--- config.mk ---
export PLATFORM = sky130hd
export DESIGN_NAME = contrast_stretch_rgb_top_flat
export DESIGN_NICKNAME = d
export VERILOG_FILES = /design/src/hdl/csr_pkg.sv /design/src/hdl/csr_stream_if.sv /design/src/hdl/csr_lane.sv /design/src/hdl/csr_seq.sv /design/src/hdl/contrast_stretch_rgb_top.sv /design/src/flat_wrapper.sv
export VERILOG_INCLUDE_DIRS = /design/src /design/src/hdl
export SDC_FILE = /design/constraint.sdc
export NUM_CORES = 2
export LEC_CHECK = 0
export CAP_MARGIN = 15
export CORE_ASPECT_RATIO = 2
export CORE_MARGIN = 2
export CORE_UTILIZATION = 45
export CTS_CLUSTER_DIAMETER = 100
export DETAILED_ROUTE_END_ITERATION = 6
export DONT_BUFFER_PORTS = 1
export HOLD_SLACK_MARGIN = 0.03
export PLACE_DENSITY_LB_ADDON = 0.3
export RECOVER_POWER = 50
export SYNTH_ARGS = -nofsm -noshare
export SYNTH_HDL_FRONTEND = slang
export SYNTH_HIERARCHICAL = 1
export SYNTH_SLANG_ARGS = --single-unit
--- constraint.sdc ---
create_clock -name clk -period 14.95 [get_ports clk]
set_input_delay 1.495 -clock clk [delete_from_list [all_inputs] [get_ports clk]]
set_output_delay 1.495 -clock clk [all_outputs]
set_load 0.005 [all_outputs]
--- src/hdl/contrast_stretch_rgb_top_macros.svh ---
// Assertion macros for the contrast stretch block.
// Used by the top level only; expects clk and rst_n in scope.
`ifndef CONTRAST_STRETCH_RGB_TOP_MACROS_SVH
`define CONTRAST_STRETCH_RGB_TOP_MACROS_SVH

// Same-cycle implication, disabled while reset is held
`define CSR_ASSERT_NOW(lbl, ante, cons, msg) \
  lbl: assert property (@(posedge clk) disable iff (!rst_n) (ante) |-> (cons)) else $error(msg);

// Next-cycle implication, disabled while reset is held
`define CSR_ASSERT_NEXT(lbl, ante, cons, msg) \
  lbl: assert property (@(posedge clk) disable iff (!rst_n) (ante) |=> (cons)) else $error(msg);

`endif

--- src/hdl/csr_pkg.sv ---
// Shared types and constants for the contrast stretch block.
// No dependencies; the other files but the macro header refer to it by scoped names.
package csr_pkg;

  localparam logic [7:0] LEVEL_TOP = 8'd255;
  localparam int unsigned DIV_STEPS = 8;
  localparam int unsigned CNT_W = $clog2(DIV_STEPS);

  localparam logic KIND_GATHER = 1'b0;
  localparam logic KIND_MAP    = 1'b1;

  typedef enum logic [0:0] {
    REG_OUT_LOW  = 1'b0,
    REG_OUT_HIGH = 1'b1
  } cfg_reg_t;

  typedef enum logic [2:0] {
    ST_IDLE,
    ST_MUL,
    ST_SUM,
    ST_DIV,
    ST_DONE
  } seq_state_t;

  typedef struct packed {
    logic       kind;
    logic       first_of_frame;
    logic [7:0] red_in;
    logic [7:0] green_in;
    logic [7:0] blue_in;
  } in_pix_t;

  typedef struct packed {
    logic [7:0] red_out;
    logic [7:0] green_out;
    logic [7:0] blue_out;
    logic [2:0] degenerate_mask;
  } out_pix_t;

  // Step controls from the sequencer to every lane
  typedef struct packed {
    logic gather;
    logic restart;
    logic capture;
    logic mul;
    logic sum;
    logic div;
  } lane_ctl_t;

endpackage

--- src/hdl/csr_stream_if.sv ---
// Valid/ready stream interfaces for pixel requests and stretched results.
// Depends on csr_pkg for the payload types.
interface csr_in_if;
  logic             valid;
  logic             ready;
  csr_pkg::in_pix_t data;

  modport source (output valid, output data, input ready);
  modport sink (input valid, input data, output ready);
endinterface

interface csr_out_if;
  logic              valid;
  logic              ready;
  csr_pkg::out_pix_t data;

  modport source (output valid, output data, input ready);
  modport sink (input valid, input data, output ready);
endinterface

--- src/hdl/csr_lane.sv ---
// One colour lane: min/max tracking, stretch products and a radix-2 divider.
// Depends on csr_pkg; stepped by csr_seq through a lane_ctl_t struct.
module csr_lane (
  input  logic                clk,
  input  logic                rst_n,
  input  csr_pkg::lane_ctl_t  ctl,
  input  logic [7:0]          pix,
  input  logic [7:0]          lo,
  input  logic [7:0]          hi,
  output logic [7:0]          res,
  output logic                degen
);

  logic [7:0]         min_r, min_nxt;
  logic [7:0]         max_r, max_nxt;
  logic [7:0]         p_r;
  logic signed [17:0] prod_a_r;
  logic [15:0]        prod_b_r;
  logic [15:0]        prod_c_r;
  logic [15:0]        rem_r;
  logic [14:0]        dsh_r;
  logic [7:0]         q_r;
  logic               degen_r;
  logic               zero_r;
  logic               sat_r;

  logic [7:0]         base_min;
  logic [7:0]         base_max;
  logic signed [8:0]  span;
  logic signed [17:0] prod_a_nxt;
  logic [18:0]        num;
  logic [7:0]         den;
  logic               is_degen;
  logic               is_sat;
  logic [16:0]        trial;

  // Running statistics, restarted on the first pixel of a frame
  always_comb begin
    base_min = ctl.restart ? csr_pkg::LEVEL_TOP : min_r;
    base_max = ctl.restart ? 8'd0 : max_r;
    min_nxt  = (pix < base_min) ? pix : base_min;
    max_nxt  = (pix > base_max) ? pix : base_max;
  end

  always_ff @(posedge clk) begin
    if (!rst_n) begin
      min_r <= csr_pkg::LEVEL_TOP;
      max_r <= 8'd0;
    end else if (ctl.gather) begin
      min_r <= min_nxt;
      max_r <= max_nxt;
    end
  end

  // Products of the stretch numerator
  always_comb begin
    span       = $signed({1'b0, hi}) - $signed({1'b0, lo});
    prod_a_nxt = $signed({{9{span[8]}}, span} * {10'd0, p_r});
  end

  // Numerator, divisor and the cases that bypass the divider
  always_comb begin
    num      = {prod_a_r[17], prod_a_r} + {3'b000, prod_b_r} - {3'b000, prod_c_r};
    den      = max_r - min_r;
    is_degen = (max_r <= min_r);
    is_sat   = !num[18] && (num[17:0] >= {2'b00, den, 8'h00});
    trial    = {1'b0, rem_r} - {2'b00, dsh_r};
  end

  always_ff @(posedge clk) begin
    if (ctl.capture) begin
      p_r <= pix;
    end
    if (ctl.mul) begin
      prod_a_r <= prod_a_nxt;
      prod_b_r <= {8'd0, lo} * {8'd0, max_r};
      prod_c_r <= {8'd0, hi} * {8'd0, min_r};
    end
    if (ctl.sum) begin
      degen_r <= is_degen;
      zero_r  <= is_degen || num[18];
      sat_r   <= is_sat;
      rem_r   <= num[15:0];
      dsh_r   <= {den, 7'd0};
      q_r     <= 8'd0;
    end else if (ctl.div) begin
      // Restoring step: subtract the shifted divisor when it fits
      if (!trial[16]) begin
        rem_r <= trial[15:0];
        q_r   <= {q_r[6:0], 1'b1};
      end else begin
        q_r   <= {q_r[6:0], 1'b0};
      end
      dsh_r <= {1'b0, dsh_r[14:1]};
    end
  end

  // Clamp below zero and above full scale; a degenerate channel reads as zero
  always_comb begin
    if (zero_r) begin
      res = 8'd0;
    end else if (sat_r) begin
      res = csr_pkg::LEVEL_TOP;
    end else begin
      res = q_r;
    end
  end

  assign degen = degen_r;

endmodule

--- src/hdl/csr_seq.sv ---
// Sequencer that steps all three lanes through multiply, sum and divide.
// Depends on csr_pkg for the state and lane control types.
module csr_seq (
  input  logic               clk,
  input  logic               rst_n,
  input  logic               in_valid,
  input  logic               in_kind,
  input  logic               in_first,
  input  logic               out_free,
  output logic               in_ready,
  output logic               load_out,
  output csr_pkg::lane_ctl_t ctl
);

  csr_pkg::seq_state_t          state_r, state_nxt;
  logic [csr_pkg::CNT_W-1:0]    cnt_r, cnt_nxt;
  logic                         accept;

  always_ff @(posedge clk) begin
    if (!rst_n) begin
      state_r <= csr_pkg::ST_IDLE;
      cnt_r   <= '0;
    end else begin
      state_r <= state_nxt;
      cnt_r   <= cnt_nxt;
    end
  end

  // Next state and step controls
  always_comb begin
    state_nxt   = state_r;
    cnt_nxt     = cnt_r;
    in_ready    = 1'b0;
    load_out    = 1'b0;
    ctl         = '0;
    accept      = 1'b0;
    unique case (state_r)
      csr_pkg::ST_IDLE: begin
        in_ready = 1'b1;
        accept   = in_valid;
        if (accept && (in_kind == csr_pkg::KIND_GATHER)) begin
          ctl.gather  = 1'b1;
          ctl.restart = in_first;
        end else if (accept) begin
          ctl.capture = 1'b1;
          state_nxt   = csr_pkg::ST_MUL;
        end
      end
      csr_pkg::ST_MUL: begin
        ctl.mul   = 1'b1;
        state_nxt = csr_pkg::ST_SUM;
      end
      csr_pkg::ST_SUM: begin
        ctl.sum   = 1'b1;
        cnt_nxt   = '0;
        state_nxt = csr_pkg::ST_DIV;
      end
      csr_pkg::ST_DIV: begin
        ctl.div = 1'b1;
        if (cnt_r == csr_pkg::CNT_W'(csr_pkg::DIV_STEPS - 1)) begin
          cnt_nxt   = '0;
          state_nxt = csr_pkg::ST_DONE;
        end else begin
          cnt_nxt = cnt_r + 1'b1;
        end
      end
      csr_pkg::ST_DONE: begin
        // Hold until the output register can take the result
        if (out_free) begin
          load_out  = 1'b1;
          state_nxt = csr_pkg::ST_IDLE;
        end
      end
      default: begin
        state_nxt = csr_pkg::ST_IDLE;
      end
    endcase
  end

endmodule

--- src/hdl/contrast_stretch_rgb_top.sv ---
// Top level of the min/max contrast stretch: config registers, lanes, merge.
// Depends on csr_pkg, csr_stream_if, csr_lane, csr_seq and the macro header.
//
//   channel   direction  handshake         payload
//   in_chan   sink       valid/ready       kind, first_of_frame, red/green/blue_in
//   out_chan  source     valid/ready       red/green/blue_out, degenerate_mask
//   cfg_*     sink       cfg_we only       cfg_index selects out_low/out_high
//
// Gather requests are taken in the idle state and stream one per clock while no
// map request is in flight. A map request passes through multiply, sum, eight
// divider steps and the output load; the input reopens only after the load,
// so map requests never overlap, paced by the restoring divider in each lane.
// Reset is synchronous, active low: statistics go to min 255 / max 0.
// The output register frees the lanes; a stalled result holds the sequencer.
`include "contrast_stretch_rgb_top_macros.svh"

module contrast_stretch_rgb_top (
  input  logic                clk,
  input  logic                rst_n,
  csr_in_if.sink              in_chan,
  csr_out_if.source           out_chan,
  input  logic                cfg_we,
  input  csr_pkg::cfg_reg_t   cfg_index,
  input  logic [7:0]          cfg_wdata
);

  logic [7:0]          out_low_r;
  logic [7:0]          out_high_r;
  logic                out_valid_r;
  csr_pkg::out_pix_t   out_data_r, out_data_nxt;

  csr_pkg::lane_ctl_t  ctl;
  logic                in_ready;
  logic                load_out;
  logic                out_free;
  logic [7:0]          lane_pix [3];
  logic [7:0]          lane_res [3];
  logic [2:0]          lane_degen;

  logic                map_take;
  logic                quiet_gather;
  logic                degen_ok;

  // Configuration writes
  always_ff @(posedge clk) begin
    if (!rst_n) begin
      out_low_r  <= 8'd0;
      out_high_r <= csr_pkg::LEVEL_TOP;
    end else if (cfg_we) begin
      unique case (cfg_index)
        csr_pkg::REG_OUT_LOW:  out_low_r  <= cfg_wdata;
        csr_pkg::REG_OUT_HIGH: out_high_r <= cfg_wdata;
        default: ;
      endcase
    end
  end

  assign out_free = !out_valid_r || out_chan.ready;

  csr_seq u_seq (
    .clk      (clk),
    .rst_n    (rst_n),
    .in_valid (in_chan.valid),
    .in_kind  (in_chan.data.kind),
    .in_first (in_chan.data.first_of_frame),
    .out_free (out_free),
    .in_ready (in_ready),
    .load_out (load_out),
    .ctl      (ctl)
  );

  assign in_chan.ready = in_ready;

  assign lane_pix[0] = in_chan.data.red_in;
  assign lane_pix[1] = in_chan.data.green_in;
  assign lane_pix[2] = in_chan.data.blue_in;

  // One lane per colour
  for (genvar c = 0; c < 3; c++) begin : g_lane
    csr_lane u_lane (
      .clk   (clk),
      .rst_n (rst_n),
      .ctl   (ctl),
      .pix   (lane_pix[c]),
      .lo    (out_low_r),
      .hi    (out_high_r),
      .res   (lane_res[c]),
      .degen (lane_degen[c])
    );
  end

  // Merge the lane results into one output request
  always_comb begin
    out_data_nxt.red_out         = lane_res[0];
    out_data_nxt.green_out       = lane_res[1];
    out_data_nxt.blue_out        = lane_res[2];
    out_data_nxt.degenerate_mask = lane_degen;
  end

  always_ff @(posedge clk) begin
    if (!rst_n) begin
      out_valid_r <= 1'b0;
    end else if (load_out) begin
      out_valid_r <= 1'b1;
    end else if (out_chan.ready) begin
      out_valid_r <= 1'b0;
    end
  end

  always_ff @(posedge clk) begin
    if (load_out) begin
      out_data_r <= out_data_nxt;
    end
  end

  assign out_chan.valid = out_valid_r;
  assign out_chan.data  = out_data_r;

  // Terms watched by the checks below
  assign map_take     = in_chan.valid && in_ready &&
                        (in_chan.data.kind == csr_pkg::KIND_MAP);
  assign quiet_gather = in_chan.valid && in_ready && !out_valid_r &&
                        (in_chan.data.kind == csr_pkg::KIND_GATHER);
  assign degen_ok     = (!out_data_r.degenerate_mask[0] || (out_data_r.red_out == 8'd0)) &&
                        (!out_data_r.degenerate_mask[1] || (out_data_r.green_out == 8'd0)) &&
                        (!out_data_r.degenerate_mask[2] || (out_data_r.blue_out == 8'd0));

  // A map request keeps the input closed on the following cycle
  `CSR_ASSERT_NEXT(a_map_busy, map_take, !in_ready, "input open right after a map request")

  // A gather request never produces a result
  `CSR_ASSERT_NEXT(a_gather_silent, quiet_gather, !out_valid_r, "result raised by a gather")

  // A degenerate channel always reads as zero
  `CSR_ASSERT_NOW(a_degen_zero, out_valid_r, degen_ok, "degenerate channel with non-zero sample")

endmodule

--- src/flat_wrapper.sv ---
// flat-port wrapper written by rule: the top's interface ports become plain ports
module contrast_stretch_rgb_top_flat 
  (clk, rst_n, cfg_we, cfg_index, cfg_wdata, in_chan_valid, in_chan_data, in_chan_ready, out_chan_valid, out_chan_data, out_chan_ready);
  csr_in_if in_chan_i ();
  csr_out_if out_chan_i ();
  input  logic clk;
  input  logic rst_n;
  input  logic cfg_we;
  input  csr_pkg::cfg_reg_t cfg_index;
  input  logic [7:0] cfg_wdata;
  input wire logic [$bits(in_chan_i.valid)-1:0] in_chan_valid;
  input wire logic [$bits(in_chan_i.data)-1:0] in_chan_data;
  output wire logic [$bits(in_chan_i.ready)-1:0] in_chan_ready;
  output wire logic [$bits(out_chan_i.valid)-1:0] out_chan_valid;
  output wire logic [$bits(out_chan_i.data)-1:0] out_chan_data;
  input wire logic [$bits(out_chan_i.ready)-1:0] out_chan_ready;
  assign in_chan_i.valid = in_chan_valid;
  assign in_chan_i.data = in_chan_data;
  assign in_chan_ready = in_chan_i.ready;
  assign out_chan_valid = out_chan_i.valid;
  assign out_chan_data = out_chan_i.data;
  assign out_chan_i.ready = out_chan_ready;
  contrast_stretch_rgb_top u_core (.clk(clk), .rst_n(rst_n), .in_chan(in_chan_i), .out_chan(out_chan_i), .cfg_we(cfg_we), .cfg_index(cfg_index), .cfg_wdata(cfg_wdata));
endmodule
==> results.yml <==
drt:
  route.detailed.drc: 0
  ant_nets: 0
  vias: 32300
  via_per_inst: 5.30
  drt_wl_total_um: 117000
  wl_per_cell_um: 19.2
  drt_iter0_markers: 1231
  dr.pass1.iters: 5
clocking:
  htreeDepth: 2
  clk_latency_ns: 0.64
  post-cts-setup-buffers: 0
  cts_hold_buf: 0
  clk_pin_slew_ns: 0.07
  cts_sinks: 398
  cts_resized: 0
  root_buffer: "clkbuf_16"
  cts_buffers: 43
  tritoncts: "done"
  clockBufferDepth: 3
critical_path:
  worstReg2RegStart: "u_core/out_low_r[0]$_SDFFE_PN0P_"
  cp_slowest_cell: "clkbuf_1"
  path_depth: 25
  reg2reg_depth: 25
  cp.required_ns: 15.31
  critPathArrivalTime_ns: 8.22
  max_stage_delay_ns: 1.12
  crit_type: "reg2reg"
  cp-start-kind: "register"
  crit_path_end_kind: "register"
  critPathTopFamily: "adder cells"
  crit_path_max_fanout: 29
  reg2reg_slack_ns: 7.10
  crit_path_frequent_cell: "fa_1"
  crit_buf_inv: 4
  r2r_end: "u_core/g_lane[2].u_lane/prod_a_r[17]$_DFFE_PP_"
  crit_end: "u_core/g_lane[2].u_lane/prod_a_r[17]$_DFFE_PP_"
  worstSetupStartpoint: "u_core/out_low_r[0]$_SDFFE_PN0P_"
sta:
  rsz0062_at_grt: "false"
  fmax_mhz: 127
  setup_viol_count_final: 0
  setup_tns_ns: 0
  finalHoldViolCount: 0
  fin_crit_sh_pct: 52.5
  skew_ns: 0.0299
  hold_ws_ns: 0.422
  fin_crit_ns: 7.85
  worstMarginPinSlew_ns: 2.92
  slew_headroom_pct: -94.8
  slew_viol_final: 320
global_routing:
  antenna_found_initial: 3
  gr-total-overflow: 0
  grt_pass1_vias: 35000
  grt_pass1_wl_um: 184000
  grt_start_max_net_pins: 65
  grt.total_usage_pct: 23.6
yosys:
  ys.flop_type: "edfxtp_1"
  syn_nets: 5829
  yosys_warnings: 6
  synthMuxAreaShare_pct: 2.00
  ys_seq_area_share_pct: 24.1
  yosys.area_share.adder_pct: 35.7
  synth_cell_types: 93
  ys_ff_latch: 398
  synth_xor_xnor_area_share_pct: 4.15
  synth_edf_count: 282
  synth_compound_area_share_pct: 9.08
  async_flop_share_pct: 0
  synth-simple-area-share_pct: 15.9
  synth_top_family_by_area: "adder cells"
  syn-cell-area_sq_mm: 0.0447
  postSynthCellCount: 4785
  avgSynthCellArea_sq_um: 9.35
die:
  die_h_um: 450
  rows: 163
  core_region_area_sq_mm: 0.0985
  start_util_pct: 45.4
  ios: 69
  die_area_sq_mm: 0.102
  die-width_um: 227
cells_and_area:
  mostFrequentLayoutCells: "944 x inv_1, 551 x ha_1, 453 x fa_1, 396 x nand2_1, 286 x nor2_1"
  final_common_cell: "inv_1"
  fillers: 9344
  area_delta_synth_final_pct: 6.28
  final-seq-area_sq_mm: 0.0108
  layout-drive-gt1-share_pct: 3.41
  multi_input_area_sq_mm: 0.0299
  fin_nets: 5792
place:
  port_buffers: 0
  finalWeightedCongestion: 0.945
  dp_hpwl_um: 94700
pwr:
  ir_drop_mv: 0.257
  p_leak_uw: 0.0226
  powerDensity_mw_per_mm2: 226
  power.total_uw: 10700
min_path:
  worstHoldPathCells: 0
  holdCritPathClass: "reg2reg"
run_status:
  violations: "max-capacitance violations, max-slew violations"
  status: "finished, violations left"
job:
  maxCapViolCount: 8
## cell families after synthesis
logic type / after synthesis
simple gates: 1415
buf+inv: 1057
compound gates: 612
flops: 398
mux: 87
fa+ha+maj: 1004
xor+xnor: 212
## through the flow
stage / std cells / util, % / area (sq um) / worst slack [ns]
3_5_place_dp: 6023 / 46.9 / 46200 / 7.75
6_report: 6102 / 48.2 / 47500 / 7.10
3_3_place_gp: 6023 / 46.9 / 46200 / 7.82
4_1_cts: 6101 / 48.3 / 47600 / 7.71
2_1_floorplan: 4785 / - / 44700 / 2.80
5_1_grt: 6102 / 48.2 / 47500 / 6.38
## Yosys cell counts (all sizes together), types with 20 or more instances
| cell | count | share of area [%] |
|---|---|---|
| mux2i | 71 | 1.6 |
| nor2b | 75 | 1.1 |
| clkbuf | 87 | 0.74 |
| nor3 | 49 | 0.58 |
| nor2 | 288 | 2.4 |
| fa | 453 | 20 |
| xnor2 | 159 | 3.1 |
| xor2 | 53 | 1.0 |
| o21a | 30 | 0.50 |
| a21o | 60 | 1.0 |
| dfxtp | 116 | 5.2 |
| nand3b | 20 | 0.34 |
| ha | 551 | 15 |
| nand2 | 396 | 3.3 |
| edfxtp | 282 | 19 |
| nand3 | 77 | 0.86 |
| a21oi | 162 | 1.9 |
| nand2b | 102 | 1.4 |
| and2 | 294 | 4.1 |
| o21ai | 145 | 1.6 |
| o211ai | 25 | 0.52 |
| buf | 24 | 0.32 |
| a21boi | 21 | 0.35 |
| inv | 945 | 7.9 |
| nand4 | 28 | 0.39 |
## layout make-up
type / instances / area share, %
clock buffer: 53 / 2.54
antenna: 1 / 0.00527
inverter: 946 / 7.47
timing repair buffer: 29 / 0.421
sequential: 398 / 22.7
multi-input combinational: 3330 / 62.9
clock inverter: 25 / 0.474
tap: 1320 / 3.47
## registers in the layout, summed over array words and instances, names as in the netlist, 27 cells and up
name                           flops
u_core/g_lane.u_lane/dsh_r        45
u_core/g_lane.u_lane/prod_a_r     54
u_core/g_lane.u_lane/prod_b_r     48
u_core/g_lane.u_lane/prod_c_r     48
u_core/g_lane.u_lane/rem_r        48
u_core/out_chan.data              27
## routing by layer
layer  global-route usage (%)  wire length [um]
met2                     46.4             65100
met1                     21.4             38000
met4                     17.3             10100
met3                     3.10              3930
met5                        0                27
## where the power goes
| part | leakage [uW] | switching (uW) | internal, uW |
|---|---|---|---|
| logic | 0.0183 | 4560 | 3210 |
| registers | 0.00356 | 121 | 1720 |
| clock network | 0.000696 | 511 | 618 |
## worst min-delay path by stage
stage	startpoint	end	slack, ns
after global placement	u_core/g_lane[1].u_lane/degen$_DFFE_PP_	u_core/out_chan.data[1]$_DFFE_PP_	0.41
after global routing	u_core/g_lane[1].u_lane/degen$_DFFE_PP_	u_core/out_chan.data[1]$_DFFE_PP_	0.45
after floorplan	u_core/g_lane[0].u_lane/degen$_DFFE_PP_	u_core/out_chan.data[0]$_DFFE_PP_	0.40
after CTS	u_core/g_lane[1].u_lane/degen$_DFFE_PP_	u_core/out_chan.data[1]$_DFFE_PP_	0.43
final	u_core/g_lane[1].u_lane/degen$_DFFE_PP_	u_core/out_chan.data[1]$_DFFE_PP_	0.42
after detailed placement	u_core/g_lane[1].u_lane/degen$_DFFE_PP_	u_core/out_chan.data[1]$_DFFE_PP_	0.42
## worst reg2reg max path: cells and delay by family (launching register included)
kind	cells	cell delay, ns
fa+ha+maj	7	3.10
compound gates	7	1.74
buf+inv	4	1.33
simple gates	6	0.93
flops	1	0.34
xor+xnor	1	0.14
Note: power is estimated with default switching activity, not from simulation.
